==> src/rtl/bal_pkg.sv <==
// Shared constants, types and codes of the bounded array list.
`default_nettype none

package bal_pkg;

    localparam int DEPTH  = 16;
    localparam int DATA_W = 32;
    localparam int OP_W   = 3;
    localparam int POS_W  = 5;
    localparam int CAP_W  = 5;
    localparam int ADDR_W = $clog2(DEPTH);
    localparam int CNT_W  = $clog2(DEPTH + 1);
    localparam int CMP_W  = ((CNT_W > POS_W) ? CNT_W : POS_W) + 1;

    localparam logic [CAP_W-1:0] CAP_RESET = CAP_W'(16);

    localparam logic [OP_W-1:0] OP_INS_HEAD = 3'd0;
    localparam logic [OP_W-1:0] OP_INS_TAIL = 3'd1;
    localparam logic [OP_W-1:0] OP_INS_POS  = 3'd2;
    localparam logic [OP_W-1:0] OP_REM_HEAD = 3'd3;
    localparam logic [OP_W-1:0] OP_REM_TAIL = 3'd4;

    typedef logic [ADDR_W-1:0]        addr_t;
    typedef logic [CNT_W-1:0]         cnt_t;
    typedef logic [CMP_W-1:0]         cmp_t;
    typedef logic signed [DATA_W-1:0] data_t;

    typedef enum logic [2:0] {
        S_IDLE = 3'b001,
        S_RUN  = 3'b010,
        S_DONE = 3'b100
    } state_t;

    typedef struct packed {
        logic  we;
        addr_t waddr;
        data_t wdata;
        logic  re;
        addr_t raddr;
    } mem_req_t;

    typedef struct packed {
        logic  ok;
        data_t value;
    } res_t;

endpackage

`default_nettype wire

==> src/rtl/bal_ram.sv <==
// Simple dual-port synchronous RAM, one write and one registered read port.
`default_nettype none

module bal_ram #(
    parameter int AW = 4,
    parameter int DW = 32
) (
    input  wire logic          clk,
    input  wire logic          we,
    input  wire logic [AW-1:0] waddr,
    input  wire logic [DW-1:0] wdata,
    input  wire logic          re,
    input  wire logic [AW-1:0] raddr,
    output logic      [DW-1:0] rdata
);

    logic [DW-1:0] mem_reg [2**AW];
    logic [DW-1:0] rdata_reg;

    always_ff @(posedge clk)
    begin
        if (we)
        begin
            mem_reg[waddr] <= wdata;
        end
        if (re)
        begin
            rdata_reg <= mem_reg[raddr];
        end
    end

    assign rdata = rdata_reg;

endmodule

`default_nettype wire

==> src/rtl/bal_ctrl.sv <==
// Request decode, shift sequencer, count and capacity of the list.
`default_nettype none

module bal_ctrl
    import bal_pkg::*;
(
    input  wire logic              clk,
    input  wire logic              rst_n,
    input  wire logic              cfg_write_en,
    input  wire logic [CAP_W-1:0]  cfg_write_data,
    input  wire logic              in_valid,
    output logic                   in_stall,
    input  wire logic [OP_W-1:0]   op,
    input  wire logic [POS_W-1:0]  position,
    input  wire data_t             value_in,
    output mem_req_t               mem_req,
    input  wire data_t             rdata,
    output logic                   res_valid,
    input  wire logic              res_take,
    output res_t                   res
);

    state_t            state_reg, state_next;
    cnt_t              count_reg, count_next;
    logic [CAP_W-1:0]  cap_reg, cap_next;
    logic              more_reg, more_next;
    logic              pend_reg, pend_next;
    logic              first_reg, first_next;
    logic              ins_reg, ins_next;
    addr_t             ptr_reg, ptr_next;
    addr_t             end_reg, end_next;
    addr_t             last_reg, last_next;
    data_t             v_reg, v_next;
    data_t             value_reg, value_next;
    logic              ok_reg, ok_next;

    cmp_t   lim;
    cmp_t   count_ext;
    logic   full;
    logic   empty;
    logic   pos_ok;
    logic   ins_ok;
    addr_t  ins_idx;
    addr_t  cnt_m1;

    always_comb
    begin
        count_ext = cmp_t'(count_reg);
        lim       = (cmp_t'(cap_reg) > cmp_t'(DEPTH)) ? cmp_t'(DEPTH) : cmp_t'(cap_reg);
        full      = (count_ext >= lim);
        empty     = (count_reg == '0);
        pos_ok    = (position != '0) && (cmp_t'(position) <= count_ext + cmp_t'(1));
        cnt_m1    = addr_t'(count_reg - 1'b1);
        case (op)
            OP_INS_HEAD:
            begin
                ins_idx = '0;
                ins_ok  = !full;
            end
            OP_INS_TAIL:
            begin
                ins_idx = addr_t'(count_reg);
                ins_ok  = !full;
            end
            OP_INS_POS:
            begin
                ins_idx = addr_t'(position - 1'b1);
                ins_ok  = !full && pos_ok;
            end
            default:
            begin
                ins_idx = '0;
                ins_ok  = 1'b0;
            end
        endcase
    end

    always_comb
    begin
        state_next = state_reg;
        count_next = count_reg;
        cap_next   = cfg_write_en ? cfg_write_data : cap_reg;
        more_next  = more_reg;
        pend_next  = pend_reg;
        first_next = first_reg;
        ins_next   = ins_reg;
        ptr_next   = ptr_reg;
        end_next   = end_reg;
        last_next  = last_reg;
        v_next     = v_reg;
        value_next = value_reg;
        ok_next    = ok_reg;
        mem_req    = '0;

        case (state_reg)
            S_IDLE:
            begin
                if (in_valid)
                begin
                    v_next     = value_in;
                    value_next = '0;
                    pend_next  = 1'b0;
                    first_next = 1'b0;
                    ins_next   = 1'b1;
                    ptr_next   = cnt_m1;
                    end_next   = cnt_m1;
                    case (op)
                        OP_INS_HEAD, OP_INS_TAIL, OP_INS_POS:
                        begin
                            ok_next    = ins_ok;
                            end_next   = ins_idx;
                            more_next  = ins_ok && (cnt_t'(ins_idx) < count_reg);
                            state_next = ins_ok ? S_RUN : S_DONE;
                        end
                        OP_REM_HEAD:
                        begin
                            ins_next   = 1'b0;
                            ok_next    = !empty;
                            ptr_next   = '0;
                            more_next  = !empty;
                            first_next = 1'b1;
                            state_next = empty ? S_DONE : S_RUN;
                        end
                        OP_REM_TAIL:
                        begin
                            ins_next   = 1'b0;
                            ok_next    = !empty;
                            more_next  = !empty;
                            first_next = 1'b1;
                            state_next = empty ? S_DONE : S_RUN;
                        end
                        default:
                        begin
                            ok_next    = 1'b0;
                            more_next  = 1'b0;
                            state_next = S_DONE;
                        end
                    endcase
                end
            end
            S_RUN:
            begin
                if (more_reg)
                begin
                    mem_req.re    = 1'b1;
                    mem_req.raddr = ptr_reg;
                    last_next     = ptr_reg;
                    pend_next     = 1'b1;
                    if (ptr_reg == end_reg)
                    begin
                        more_next = 1'b0;
                    end
                    else
                    begin
                        ptr_next = ins_reg ? addr_t'(ptr_reg - 1'b1) : addr_t'(ptr_reg + 1'b1);
                    end
                end
                else
                begin
                    pend_next = 1'b0;
                end

                if (pend_reg)
                begin
                    if (ins_reg)
                    begin
                        mem_req.we    = 1'b1;
                        mem_req.waddr = addr_t'(last_reg + 1'b1);
                        mem_req.wdata = rdata;
                    end
                    else if (first_reg)
                    begin
                        value_next = rdata;
                        first_next = 1'b0;
                    end
                    else
                    begin
                        mem_req.we    = 1'b1;
                        mem_req.waddr = addr_t'(last_reg - 1'b1);
                        mem_req.wdata = rdata;
                    end
                end

                if (!more_reg && !pend_reg)
                begin
                    if (ins_reg)
                    begin
                        mem_req.we    = 1'b1;
                        mem_req.waddr = end_reg;
                        mem_req.wdata = v_reg;
                        count_next    = cnt_t'(count_reg + 1'b1);
                    end
                    else
                    begin
                        count_next = cnt_t'(count_reg - 1'b1);
                    end
                    state_next = S_DONE;
                end
            end
            S_DONE:
            begin
                if (res_take)
                begin
                    state_next = S_IDLE;
                end
            end
            default:
            begin
                state_next = S_IDLE;
            end
        endcase
    end

    always_ff @(posedge clk or negedge rst_n)
    begin
        if (!rst_n)
        begin
            state_reg <= S_IDLE;
            count_reg <= '0;
            cap_reg   <= CAP_RESET;
            more_reg  <= 1'b0;
            pend_reg  <= 1'b0;
            first_reg <= 1'b0;
            ins_reg   <= 1'b0;
        end
        else
        begin
            state_reg <= state_next;
            count_reg <= count_next;
            cap_reg   <= cap_next;
            more_reg  <= more_next;
            pend_reg  <= pend_next;
            first_reg <= first_next;
            ins_reg   <= ins_next;
        end
    end

    always_ff @(posedge clk)
    begin
        ptr_reg   <= ptr_next;
        end_reg   <= end_next;
        last_reg  <= last_next;
        v_reg     <= v_next;
        value_reg <= value_next;
        ok_reg    <= ok_next;
    end

    assign in_stall  = (state_reg != S_IDLE);
    assign res_valid = (state_reg == S_DONE);
    assign res.ok    = ok_reg;
    assign res.value = value_reg;

    // shift order never reads the entry being written
    assert property (@(posedge clk) disable iff (!rst_n)
        !(mem_req.re && mem_req.we && (mem_req.raddr == mem_req.waddr)))
        else $error("bal_ctrl: read and write of the same entry in one cycle");

    assert property (@(posedge clk) disable iff (!rst_n)
        count_reg <= cnt_t'(DEPTH))
        else $error("bal_ctrl: count beyond depth");

    assert property (@(posedge clk) disable iff (!rst_n)
        (count_reg != $past(count_reg)) |-> ($past(state_reg) == S_RUN))
        else $error("bal_ctrl: count changed outside a shift sequence");

    assert property (@(posedge clk) disable iff (!rst_n)
        (state_reg == S_RUN) && !more_reg && !pend_reg |=> (state_reg == S_DONE))
        else $error("bal_ctrl: sequence did not finish");

endmodule

`default_nettype wire

==> src/rtl/bounded_array_list.sv <==
// Bounded array list: top level with entry store, sequencer and result register.
//
// Requests arrive on in_valid/in_stall with op, position and value_in; each
// transfer yields exactly one result on out_valid/out_stall carrying ok and
// value_out. capacity is set through cfg_write_en/cfg_write_data; the user
// must write it only while idle, which the block itself does not enforce.
// Entries live in a 16 x 32 RAM with one write and one read port; shifts
// move one entry per cycle through that pair of ports. A shift reads
// entries one at a time: an insert at index i reads count - i entries,
// a head removal reads all count entries and a tail removal reads one.
// One request is in the sequencer at a time; a new request is taken the
// cycle after the previous result has moved into the output register, even
// while that register is stalled.
// Reset empties the list and sets capacity to 16; the RAM is not cleared.
// While out_stall is high and a result is waiting, the result holds and the
// sequencer waits with its own finished result before taking more requests.
`default_nettype none

module bounded_array_list
    import bal_pkg::*;
(
    input  wire logic              clk,
    input  wire logic              rst_n,
    input  wire logic              cfg_write_en,
    input  wire logic [CAP_W-1:0]  cfg_write_data,
    input  wire logic              in_valid,
    output logic                   in_stall,
    input  wire logic [OP_W-1:0]   op,
    input  wire logic [POS_W-1:0]  position,
    input  wire logic signed [DATA_W-1:0] value_in,
    output logic                   out_valid,
    input  wire logic              out_stall,
    output logic                   ok,
    output logic signed [DATA_W-1:0] value_out
);

    mem_req_t mem_req;
    data_t    rdata;
    logic     res_valid;
    logic     res_take;
    res_t     res;

    logic     out_valid_reg, out_valid_next;
    res_t     out_res_reg;

    bal_ram #(
        .AW (ADDR_W),
        .DW (DATA_W)
    ) u_ram (
        .clk   (clk),
        .we    (mem_req.we),
        .waddr (mem_req.waddr),
        .wdata (mem_req.wdata),
        .re    (mem_req.re),
        .raddr (mem_req.raddr),
        .rdata (rdata)
    );

    bal_ctrl u_ctrl (
        .clk            (clk),
        .rst_n          (rst_n),
        .cfg_write_en   (cfg_write_en),
        .cfg_write_data (cfg_write_data),
        .in_valid       (in_valid),
        .in_stall       (in_stall),
        .op             (op),
        .position       (position),
        .value_in       (value_in),
        .mem_req        (mem_req),
        .rdata          (rdata),
        .res_valid      (res_valid),
        .res_take       (res_take),
        .res            (res)
    );

    assign res_take = !out_valid_reg || !out_stall;

    always_comb
    begin
        out_valid_next = out_valid_reg;
        if (res_valid && res_take)
        begin
            out_valid_next = 1'b1;
        end
        else if (!out_stall)
        begin
            out_valid_next = 1'b0;
        end
    end

    always_ff @(posedge clk or negedge rst_n)
    begin
        if (!rst_n)
        begin
            out_valid_reg <= 1'b0;
        end
        else
        begin
            out_valid_reg <= out_valid_next;
        end
    end

    always_ff @(posedge clk)
    begin
        if (res_valid && res_take)
        begin
            out_res_reg <= res;
        end
    end

    assign out_valid = out_valid_reg;
    assign ok        = out_res_reg.ok;
    assign value_out = out_res_reg.value;

endmodule

`default_nettype wire

==> config.mk <==
export PLATFORM = sky130hd
export DESIGN_NAME = bounded_array_list
export DESIGN_NICKNAME = d
export VERILOG_FILES = /design/src/rtl/bal_pkg.sv /design/src/rtl/bal_ram.sv /design/src/rtl/bal_ctrl.sv /design/src/rtl/bounded_array_list.sv
export SDC_FILE = /design/constraint.sdc
export NUM_CORES = 1
export LEC_CHECK = 0
export BUFFER_PORTS_ARGS = -buffer_cell sky130_fd_sc_hd__buf_2
export CAP_MARGIN = 10
export CORE_ASPECT_RATIO = 1.75
export CORE_UTILIZATION = 45
export CTS_CLUSTER_DIAMETER = 80
export DETAILED_ROUTE_END_ITERATION = 7
export PLACE_DENSITY_LB_ADDON = 0.25
export SLEW_MARGIN = 20
export SYNTH_ARGS = -nofsm -noshare
export SYNTH_HDL_FRONTEND = slang
export SYNTH_SLANG_ARGS = --single-unit
==> constraint.sdc <==
create_clock -name clk -period 10.25 [get_ports clk]
set_input_delay 1.025 -clock clk [delete_from_list [all_inputs] [get_ports clk]]
set_output_delay 1.025 -clock clk [all_outputs]
set_load 0.05 [all_outputs]
==> Yosys cells after proc, flatten, opt, wreduce, memory -nomap -nowiden <==
Memory sizes are Yosys's and may differ from the RTL's. A register that Yosys moved wholly into a read port is not among the register bits.
Index checks and enable logic that the tools add are counted.
{ "totals": {"romBits": 0, "regBits": 128, "latch_bits": 0, "mem_count": 1, "inputBits": 50, "ram_bits": 512} }
{ "op_classes": {"n_mux": 49, "eq_ne": 18, "n_bitwise": 0, "n_mul": 0, "n_div": 0, "n_reduce_logical": 27, "shift": 0, "addsub": 8, "magnitude_cmp": 4} }
{ "memory_table": {"columns": ["memory", "words", "word_bits", "read_ports", "rd_ports_with_merged_regs", "wr", "line", "text"], "rows": [
  ["u_ram.mem_reg", 16, 32, 1, 1, 1, "bal_ram.sv:17", "logic [DW-1:0] mem_reg [2**AW];"]
]} }
{ "op_table": {"columns": ["cell", "count"], "rows": [
  ["two-way mux 37 bit", 5],
  ["two-way mux 32 bit", 4],
  ["one-hot mux 32 bit (2 select lines)", 1],
  ["two-way mux 42 bit", 1],
  ["two-way mux 4 bit", 6],
  ["one-hot mux 4 bit (2 select lines)", 2],
  ["two-way mux 3 bit", 5],
  ["two-way mux 5 bit", 3],
  ["two-way mux 1 bit", 14],
  ["inequality test 2 x 1 -> 1 bit, second input constant", 6],
  ["one-hot mux 1 bit (2 select lines)", 6],
  ["subtractor 4 x 1 -> 4 bit, second input constant", 3],
  ["== test 3 x 2 -> 1 bit, second input constant", 3],
  ["one-hot mux 3 bit (3 select lines)", 1],
  ["adder 4 x 1 -> 4 bit, second input constant", 2],
  ["AND reduction 2 bit", 4],
  ["AND reduction 4 bit", 2],
  ["adder 5 x 1 -> 6 bit, second input constant", 1],
  ["== test 3 x 1 -> 1 bit, second input constant", 2],
  ["== test 3 bit, second input constant", 2],
  [">= comparator 5 x 6 -> 1 bit", 1],
  ["less-or-equal comparator 5 x 6 -> 1 bit", 1],
  ["logical NOT 1 bit", 6],
  ["inequality test 2 bit, second input constant", 3],
  ["other kinds (17)", 22]
]} }

==> Longest topological paths before layout <==
Gate-level depths: netlist of run 1.
{ "depth": {"ltp_word": 10, "mapped_depth": 10, "mapped_depth_nobuf": 9} }

==> Hierarchy <==
Synthesis of run 1 repeated with hierarchy kept, for this count alone.
{ "unflattened": {"hier_cells": 1252, "area_unflattened_um2": 25861.1} }
{ "by_module_without_submodules": {"columns": ["mod", "seq_area_each_um2", "instances", "area_per_inst_um2", "cells_per_inst"], "rows": [
  ["bal_ram", 16335.7, 1, 20155.6, 838],
  ["bal_ctrl", 2740.1, 1, 4667.0, 377],
  ["bounded_array_list", 1016.0, 1, 1038.5, 37]
]} }

==> Least setup slack after synthesis of run 1 <==
OpenSTA, ideal clock, no wires.
{ "synth_path": {"path_type": "register to register", "start": "register u_ctrl.ins_reg", "end": "memory u_ram.mem_reg[12][0] (enable)", "setup_ps": 461, "setup_slack_ps": 6250, "path_stages_with_launch": 7, "arrival_time_ps": 3539, "path_buffers": 1, "synth_period_minus_slack_ps": 4000, "path_cell_list": "dfrtp_1 > clkbuf_1 > nand2b_1 > a21oi_1 > nor3_1 > nand2_1 > nor3_1"} }
{ "synth_via": {"elab_chain_len": 7} }
{ "synth_rtl": {"columns": ["element", "line", "text"], "rows": [
  ["from (decl)", "bal_ctrl.sv:29", "logic ins_reg, ins_next;"],
  ["from (signal assigned)", "bal_ctrl.sv:234", "ins_reg <= ins_next;"],
  ["two-way mux 37 bit", "bal_ctrl.sv:165", "if (ins_reg)"],
  ["two-way mux 37 bit", "bal_ctrl.sv:163", "if (pend_reg)"],
  ["two-way mux 37 bit", "bal_ctrl.sv:186", "if (ins_reg)"],
  ["two-way mux 37 bit *", "bal_ctrl.sv:184", "if (!more_reg && !pend_reg)"],
  ["two-way mux 42 bit *", "bal_ctrl.sv:95", "case (state_reg)"],
  ["two-way mux 1 bit", "bal_ram.sv:22", "if (we)"],
  ["two-way mux 1 bit (not written as such)", "bal_ram.sv:24", "mem_reg[waddr] <= wdata;"],
  ["to (decl)", "bal_ram.sv:17", null]
]} }
Every way passes the cells marked *; elsewhere a longest branch is shown, timed or not.

==> Worst setup path in the final report of run 1 <==
{ "layout_path": {"start": "register u_ctrl.state_reg[1]", "end": "register u_ram.rdata_reg[8], in the netlist u_ram.rdata[8] (read register of u_ram.mem_reg), data pin"} }
{ "layout_via": {"elab_chain_len": 2} }
{ "layout_rtl": {"columns": ["element", "line", "text"], "rows": [
  ["from (decl)", "bal_ctrl.sv:23", "state_t state_reg, state_next;"],
  ["from (signal assigned)", "bal_ctrl.sv:228", "state_reg <= state_next;"],
  ["== test 3 x 2 -> 1 bit", "bal_ctrl.sv:95", null],
  ["two-way mux 42 bit", "bal_ctrl.sv:95", null],
  ["to (decl)", "bal_ram.sv:18", "logic [DW-1:0] rdata_reg;"]
]} }
No other way between the ends.
A chain may end at the register's enable or synchronous reset.

==> results_dict.tcl, run 1 <==
set metrics [dict create \
    placementRows 116 \
    worst_ep_required_time_ns 10.63 \
    grt-ovfl-total 0 \
    wl_met2_um 32700 \
    post-route-cell-area_um2 29600 \
    syn_area_um2 26300 \
    antenna_found_initial 0 \
    final_util 0.514 \
    fill_cells 4721 \
    yosys.area_share.simple 0.0288 \
    outcome "complete, no violations" \
    htreeDepth 2 \
    synthFlopType "edfxtp_1" \
    p_seq_frac 0.526 \
    die_y_um 322 \
    fp.dieW_um 185 \
    timing.rr.end "u_ram.rdata[8]" \
    max_slew_margin 0.164 \
    drv_slew 0 \
    first_pass_iters 5 \
    fin_setup_tns_ns 0 \
    post_cts_buffers 0 \
    cts.sinks 672 \
    grt_pass1_vias 14700 \
    hold_buffers 0 \
    worst_setup_path_end_kind "register" \
    core_um2 57500 \
    synth_compound_area_frac 0.107 \
    grt_pass1_wl_um 92700 \
    met1_length_um 25000 \
    r2r_cells 7 \
    cts_root_buffer "clkbuf_16" \
    cts_buffer_depth 3 \
    multi_input_area_um2 5930 \
    synth-edff-count 654 \
    layout_common_cells "edfxtp_1, mux2i_1, buf_2" \
    hpwl_um 32800 \
    worst_pin_slew_ns 1.25 \
    gp_congestion 0.787 \
    fin_hold_ws_ns 0.347 \
    diodes 0 \
    leakagePower_nw 10.9 \
    synthArstFlopShare 0.0268 \
    ir_worst_vdd_mv 0.158 \
    grt_use_total 0.214 \
    ff_latch_area_um2 20100 \
    hold_class "input pin to asynchronous set/reset pin" \
    fin_skew_ns 0.0240 \
    post_route_cells_drive_above_1_share 0.144 \
    initialDrtViolationCount 1093 \
    clock_latency_ns 0.62 \
    critPathMaxFanout 73 \
    routedWlPerCell_um 26.4 \
    syn_nets 1572 \
    rsz0062_at_grt "false" \
    wl_met3_um 2970 \
    ys_seq_area_frac 0.764 \
    p_int_mw 4.68 \
    setup_ws_ns 6.49 \
    p_sw_frac 0.266 \
    final_common_cell "edfxtp_1" \
    pwr-share-comb 0.144 \
    maxCapViolCount 0 \
    timing.fmax_mhz 266 \
    muxShareOfSynthArea 0.0647 \
    via_per_inst 6.03 \
    drcViolationCount 0 \
    drt_wl_total_um 62900 \
    r2r_setup_slack_ns 6.49 \
    setup_viol 0 \
    route.antenna.remaining_nets 0 \
    worstSetupPathType "register to register" \
    crit_path_end "u_ram.rdata[8]" \
    powerDensity_nw_per_um2 216 \
    cts_buffers 57 \
    avgSynthCellArea_um2 17.5 \
    synth_cell_types 62 \
    cts.clk_slew.worst_paths_ns 0.07 \
    cp-start-kind "register" \
    start_util 0.458 \
    io_pins 85 \
    synth_top_family_by_area "compound AO/OA/AOI/OAI gates" \
    dp_worst_setup_slack_ns 6.36 \
    grt_max_degree 156 \
    area_growth_pct 12.4 \
    dr.max_layer_used "met4" \
    vias 14400 \
    largest_reg_flops 512 \
    synth_xor_area_frac 0.00666 \
    fin_crit_ns 3.76 \
    p_sw_mw 1.70 \
    die_area_um2 59500 \
    postCtsResizedCells 0 \
    nNetsFinal 1647 \
    critPathArrivalTime_ns 4.14 \
    ys_warn_count 0 \
    ys_ff_latch 672 \
    synthAdderAreaFrac 0.0108 \
    finalHoldViolCount 0 \
    critPathLaunch "u_ctrl.state_reg[1]" \
    port_buffers 84 \
    p_clk_frac 0.331 \
    cts_tree "done" \
    netlist_instances 1500 \
    fin_crit_sh 0.367 \
    regToRegStartpoint "u_ctrl.state_reg[1]" \
    placed_cell_area_um2 27800 \
]
-- metal layers --
layer | vias up | track usage
li1 | 6316 | -
met1 | 7471 | 0.263
met2 | 470 | 0.382
met3 | 126 | 0.0260
met4 | 0 | 0.0843
met5 | - | 0
-- through the flow --
step	std cells	total power [mW]
detailed placement	2283	4.33
floorplan	1500	4.02
finish	2385	6.38
global route	2385	6.61
global placement	2281	4.31
CTS	2385	6.43
-- logic make-up (layout without fill, tap and decap cells) --
logic type                 after synthesis  after routing
xor gates and xnor gates                20             20
buffers and inverters                  123            241
DFF                                    672            672
AOI/OAI and AO/OA                      353            353
muxes                                  168            168
adders and majority gates               22             22
and+or+nand+nor                        142            142
-- cells in the mapped netlist, types with 2 or more instances --
master / n / area (um2)
and2_1: 33 / 206
xnor2_1: 9 / 78.8
nand3_1: 9 / 45.0
edfxtp_1: 654 / 19600
and3b_1: 2 / 17.5
ha_1: 21 / 263
o31ai_1: 2 / 15.0
a41oi_1: 2 / 17.5
o211ai_1: 67 / 503
nor3b_1: 4 / 30.0
o22ai_1: 38 / 238
mux2i_1: 162 / 1620
mux2_2: 5 / 56.3
o221ai_1: 64 / 561
buf_1: 4 / 15.0
nand2b_1: 4 / 25.0
dfrtp_1: 16 / 400
inv_1: 21 / 78.8
o21ai_0: 11 / 55.1
dfstp_2: 2 / 52.6
a22o_1: 66 / 578
nand2_1: 28 / 105
nor4_1: 2 / 12.5
and3_1: 3 / 18.8
nor2_2: 2 / 12.5
nor4b_1: 2 / 17.5
or3b_2: 2 / 17.5
a21o_1: 4 / 30.0
nor2b_1: 4 / 25.0
a221oi_1: 65 / 569
a22oi_1: 2 / 15.0
nor3_1: 10 / 50.1
a31oi_1: 4 / 25.0
nor2_1: 31 / 116
o21bai_1: 2 / 15.0
xor2_1: 11 / 96.3
buf_2: 17 / 85.1
a21oi_1: 12 / 60.1
clkbuf_1: 80 / 300
-- area by class of cell --
| cell class | instances | area share |
|---|---|---|
| inverter | 22 | 0.00279 |
| timing repair buffer | 117 | 0.0239 |
| multi-input combinational | 705 | 0.201 |
| clock inverter | 32 | 0.00986 |
| tap | 767 | 0.0325 |
| sequential | 672 | 0.680 |
| clock buffer | 70 | 0.0506 |
-- power by group through the flow --
| stage | Combinational (mW) | Sequential, mW | Clock [mW] |
|---|---|---|---|
| 2_1_floorplan | 0.604 | 3.41 | 0 |
| 3_3_place_gp | 0.908 | 3.41 | 0 |
| 3_5_place_dp | 0.925 | 3.41 | 0 |
| 4_1_cts | 0.926 | 3.35 | 2.15 |
| 5_1_grt | 0.991 | 3.37 | 2.25 |
| 6_report | 0.917 | 3.35 | 2.11 |
-- worst min path at each step --
stage | startpoint | to | slack, ns
detailed placement | u_ctrl.value_reg[21] | value_out[21] | 0.41
global route | rst_n | u_ctrl.count_reg[3] | 0.35
finish | rst_n | u_ctrl.count_reg[3] | 0.35
global placement | u_ctrl.value_reg[31] | value_out[31] | 0.40
floorplan | u_ctrl.ok_reg | ok | 0.40
CTS | rst_n | u_ctrl.cap_reg[2] | 0.32
-- worst max-delay path: stages (launching register included) --
cell      delay (ns)
dfrtp_1         0.44
nor3b_4         0.20
buf_4           0.55
nand3_4         0.65
buf_4           0.66
o221ai_1        0.38
o211ai_1        0.18
a22o_1          0.27
Power figures use the tool's default switching activity.
==> inputs of run 2 (changes only) <==
--- a/config.mk
+++ b/config.mk
@@ -5,6 +5,7 @@
 export SDC_FILE = /design/constraint.sdc
 export NUM_CORES = 1
 export LEC_CHECK = 0
+export ABC_AREA = 1
 export BUFFER_PORTS_ARGS = -buffer_cell sky130_fd_sc_hd__buf_2
 export CAP_MARGIN = 10
 export CORE_ASPECT_RATIO = 1.75
==> constraint.sdc (replaced) <==
create_clock -name clk -period 3.9 [get_ports clk]
set_input_delay 0.39 -clock clk [delete_from_list [all_inputs] [get_ports clk]]
set_output_delay 0.39 -clock clk [all_outputs]
set_load 0.05 [all_outputs]
==> run 2 against run 1 <==
Effect of this change:
- maximum frequency up 14%
- clock skew fell by 0.0049 ns
- non-clock buffer count grew 49
- synthesized area up 2.6%
- largest power group unchanged
==> results_dict.tcl, run 2 <==
set metrics [dict create \
    outcome "complete, no violations" \
    critPathMaxFanout 33 \
    netlist_instances 1968 \
    finalHoldViolCount 0 \
    cts_root_buffer "clkbuf_16" \
    cts_tree "done" \
    post_route_cells_drive_above_1_share 0.125 \
    ir_worst_vdd_mv 0.439 \
    first_pass_iters 5 \
    synth_area_leaders "edfxtp_1, nand2_1, o221ai_1" \
    worst_ep_required_time_ns 4.26 \
    nNetsFinal 2144 \
    rsz0062_at_grt "false" \
    cts.sinks 672 \
    ys_warn_count 0 \
    die_area_um2 61000 \
    grt_pass1_vias 16300 \
    synth_most_common_cell "edfxtp_1" \
    synthArstFlopShare 0.0268 \
    layout_common_cells "edfxtp_1, nand2_1, nand3_1" \
    core_um2 59200 \
    routedWlPerCell_um 22.6 \
    synthTopCellsByCount "edfxtp_1, nand2_1, nand3_1, inv_1, o221ai_1" \
    io_pins 85 \
    powerDensity_nw_per_um2 562 \
    worst_setup_path_end_kind "register" \
    r2r_setup_slack_ns 0.60 \
    initialDrtViolationCount 1419 \
    final_common_cell "edfxtp_1" \
    hold_class "input pin to register" \
    synthFlopType "edfxtp_1" \
    synth.largest_area_cell "edfxtp_1" \
    area_growth_pct 13.6 \
    hpwl_um 37300 \
    worst_pin_slew_ns 1.08 \
    cp-start-kind "register" \
    max_slew_margin 0.276 \
    synth_top_family_by_area "simple AND/OR/NAND/NOR gates" \
    holdPathStages 3 \
    synth_xor_area_frac 0.00520 \
    placementRows 118 \
    gp_congestion 0.832 \
    fin_setup_tns_ns 0 \
    muxShareOfSynthArea 0.00125 \
    maxCapViolCount 0 \
    grt_pass1_wl_um 98600 \
    synth_top_cell_area_share 0.728 \
    grt_use_total 0.215 \
    yosys.area_share.simple 0.0993 \
    synth_compound_area_frac 0.0944 \
    fp.dieW_um 187 \
    fin_crit_ns 3.30 \
    grt_max_degree 193 \
    start_util 0.456 \
    syn_nets 2040 \
    regToRegStartpoint "u_ctrl.ins_reg" \
    fin_crit_sh 0.845 \
    post_cts_buffers 0 \
    largest_reg_flops 512 \
    ys_ff_latch 672 \
    htreeDepth 2 \
    drv_slew 0 \
    route.antenna.remaining_nets 0 \
    hp-start "cfg_write_data[0]" \
    syn_area_um2 27000 \
    vias 16300 \
    drt_wl_total_um 65400 \
    leakagePower_nw 10.8 \
    avgSynthCellArea_um2 13.7 \
    r2r_cells 9 \
    grt-ovfl-total 0 \
    fin_skew_ns 0.0192 \
    port_buffers 84 \
    timing.rr.end "u_ram.mem_reg[0][12]" \
    clock_latency_ns 0.62 \
    ys_seq_area_frac 0.745 \
    final_util 0.518 \
    hold_end "u_ctrl.cap_reg[0]" \
    die_y_um 326 \
    cts_buffer_depth 3 \
    via_per_inst 5.61 \
    drcViolationCount 0 \
    synthAdderAreaFrac 0.0105 \
    worstSetupPathType "register to register" \
    diodes 0 \
    cts_buffers 58 \
    synth_cell_types 38 \
    critPathArrivalTime_ns 3.65 \
    critPathLaunch "u_ctrl.ins_reg" \
    antenna_found_initial 0 \
    setup_viol 0 \
    timing.fmax_mhz 303 \
    cts.clk_slew.worst_paths_ns 0.07 \
    synth-edff-count 654 \
]
run 2: cell count changes in the layout (fill, tap and decap cells not counted), moves of 34 or more:
cell,delta
inv_1,+120
o221ai_1,+65
dlygate4sd3_1,+34
nand2_1,+391
mux2i_1,-162
nand3_1,+139
o21ai_0,+52
a22o_1,-66
a221oi_1,-65
nor2_1,+36
run 2: worst max path at each step:
stage / to / slack [ns] / cells past startpoint
after floorplan: u_ctrl.value_reg[0] / 0.002 / 6
after global placement: u_ram.mem_reg[0][4] / 0.75 / 9
after detailed placement: u_ram.mem_reg[0][4] / 0.65 / 9
after CTS: u_ram.mem_reg[0][8] / 0.64 / 9
after global routing: u_ram.mem_reg[1][18] / 0.44 / 9
final: u_ram.mem_reg[0][12] / 0.60 / 9
run 2: routing by layer:
| metal | vias to the layer above | global-route usage | routed length (um) |
|---|---|---|---|
| li1 | 7503 | - | - |
| met1 | 8054 | 0.255 | 24400 |
| met2 | 592 | 0.390 | 34800 |
| met3 | 124 | 0.0295 | 3780 |
| met4 | 0 | 0.0878 | 2350 |
| met5 | - | 0 | 0 |
run 2: area by class of cell:
cell class,count,area [um2]
clock buffer,63,1470
multi-input combinational,1027,5830
clock inverter,44,470
sequential,672,20100
timing repair buffer,166,1250
tap,780,976
inverter,147,553
fill,4925,28600
run 2: repair_timing:
| action | CTS | global route |
|---|---|---|
| hold endpoints to repair | 49 | 0 |
| gates resized for setup | 0 | 0 |
| hold buffers | 34 | 0 |
run 2: power breakdown:
group	internal, mW	switching (mW)
clock network	3.32	2.57
registers	8.60	0.226
logic	0.641	1.85
run 2: kinds of logic after synthesis:
kind of cell,after synthesis
adder cells (fa/ha/maj),22
multiplexers,3
buffers and inverters,269
XOR/XNOR,16
AND/OR/NAND/NOR,647
AO/OA/AOI/OAI,339
flip-flops,672
run 2: critical path, cell delays in order, from the launching register on:
cell	delay (ns)
dfrtp_1	0.57
inv_2	0.21
a21oi_4	0.18
buf_4	0.48
nand3_1	0.14
o21ai_1	0.21
inv_1	0.12
o21ai_1	0.63
nor2_4	0.22
buf_12	0.25
run 2: metrics by stage:
| stage | instance area [um2] | total power [mW] | instances | hold WS (ns) | setup slack [ns] |
|---|---|---|---|---|---|
| after global routing | 30600 | 17.8 | 2899 | 0.0333 | 0.444 |
| after detailed placement | 28400 | 11.4 | 2758 | 0.343 | 0.645 |
| after floorplan | 27000 | 10.6 | 1968 | 0.0944 | 0.00162 |
| final | 30600 | 17.2 | 2899 | 0.0210 | 0.603 |
| after CTS | 30600 | 17.4 | 2899 | 0.00245 | 0.644 |
| after global placement | 28400 | 11.4 | 2758 | 0.336 | 0.747 |
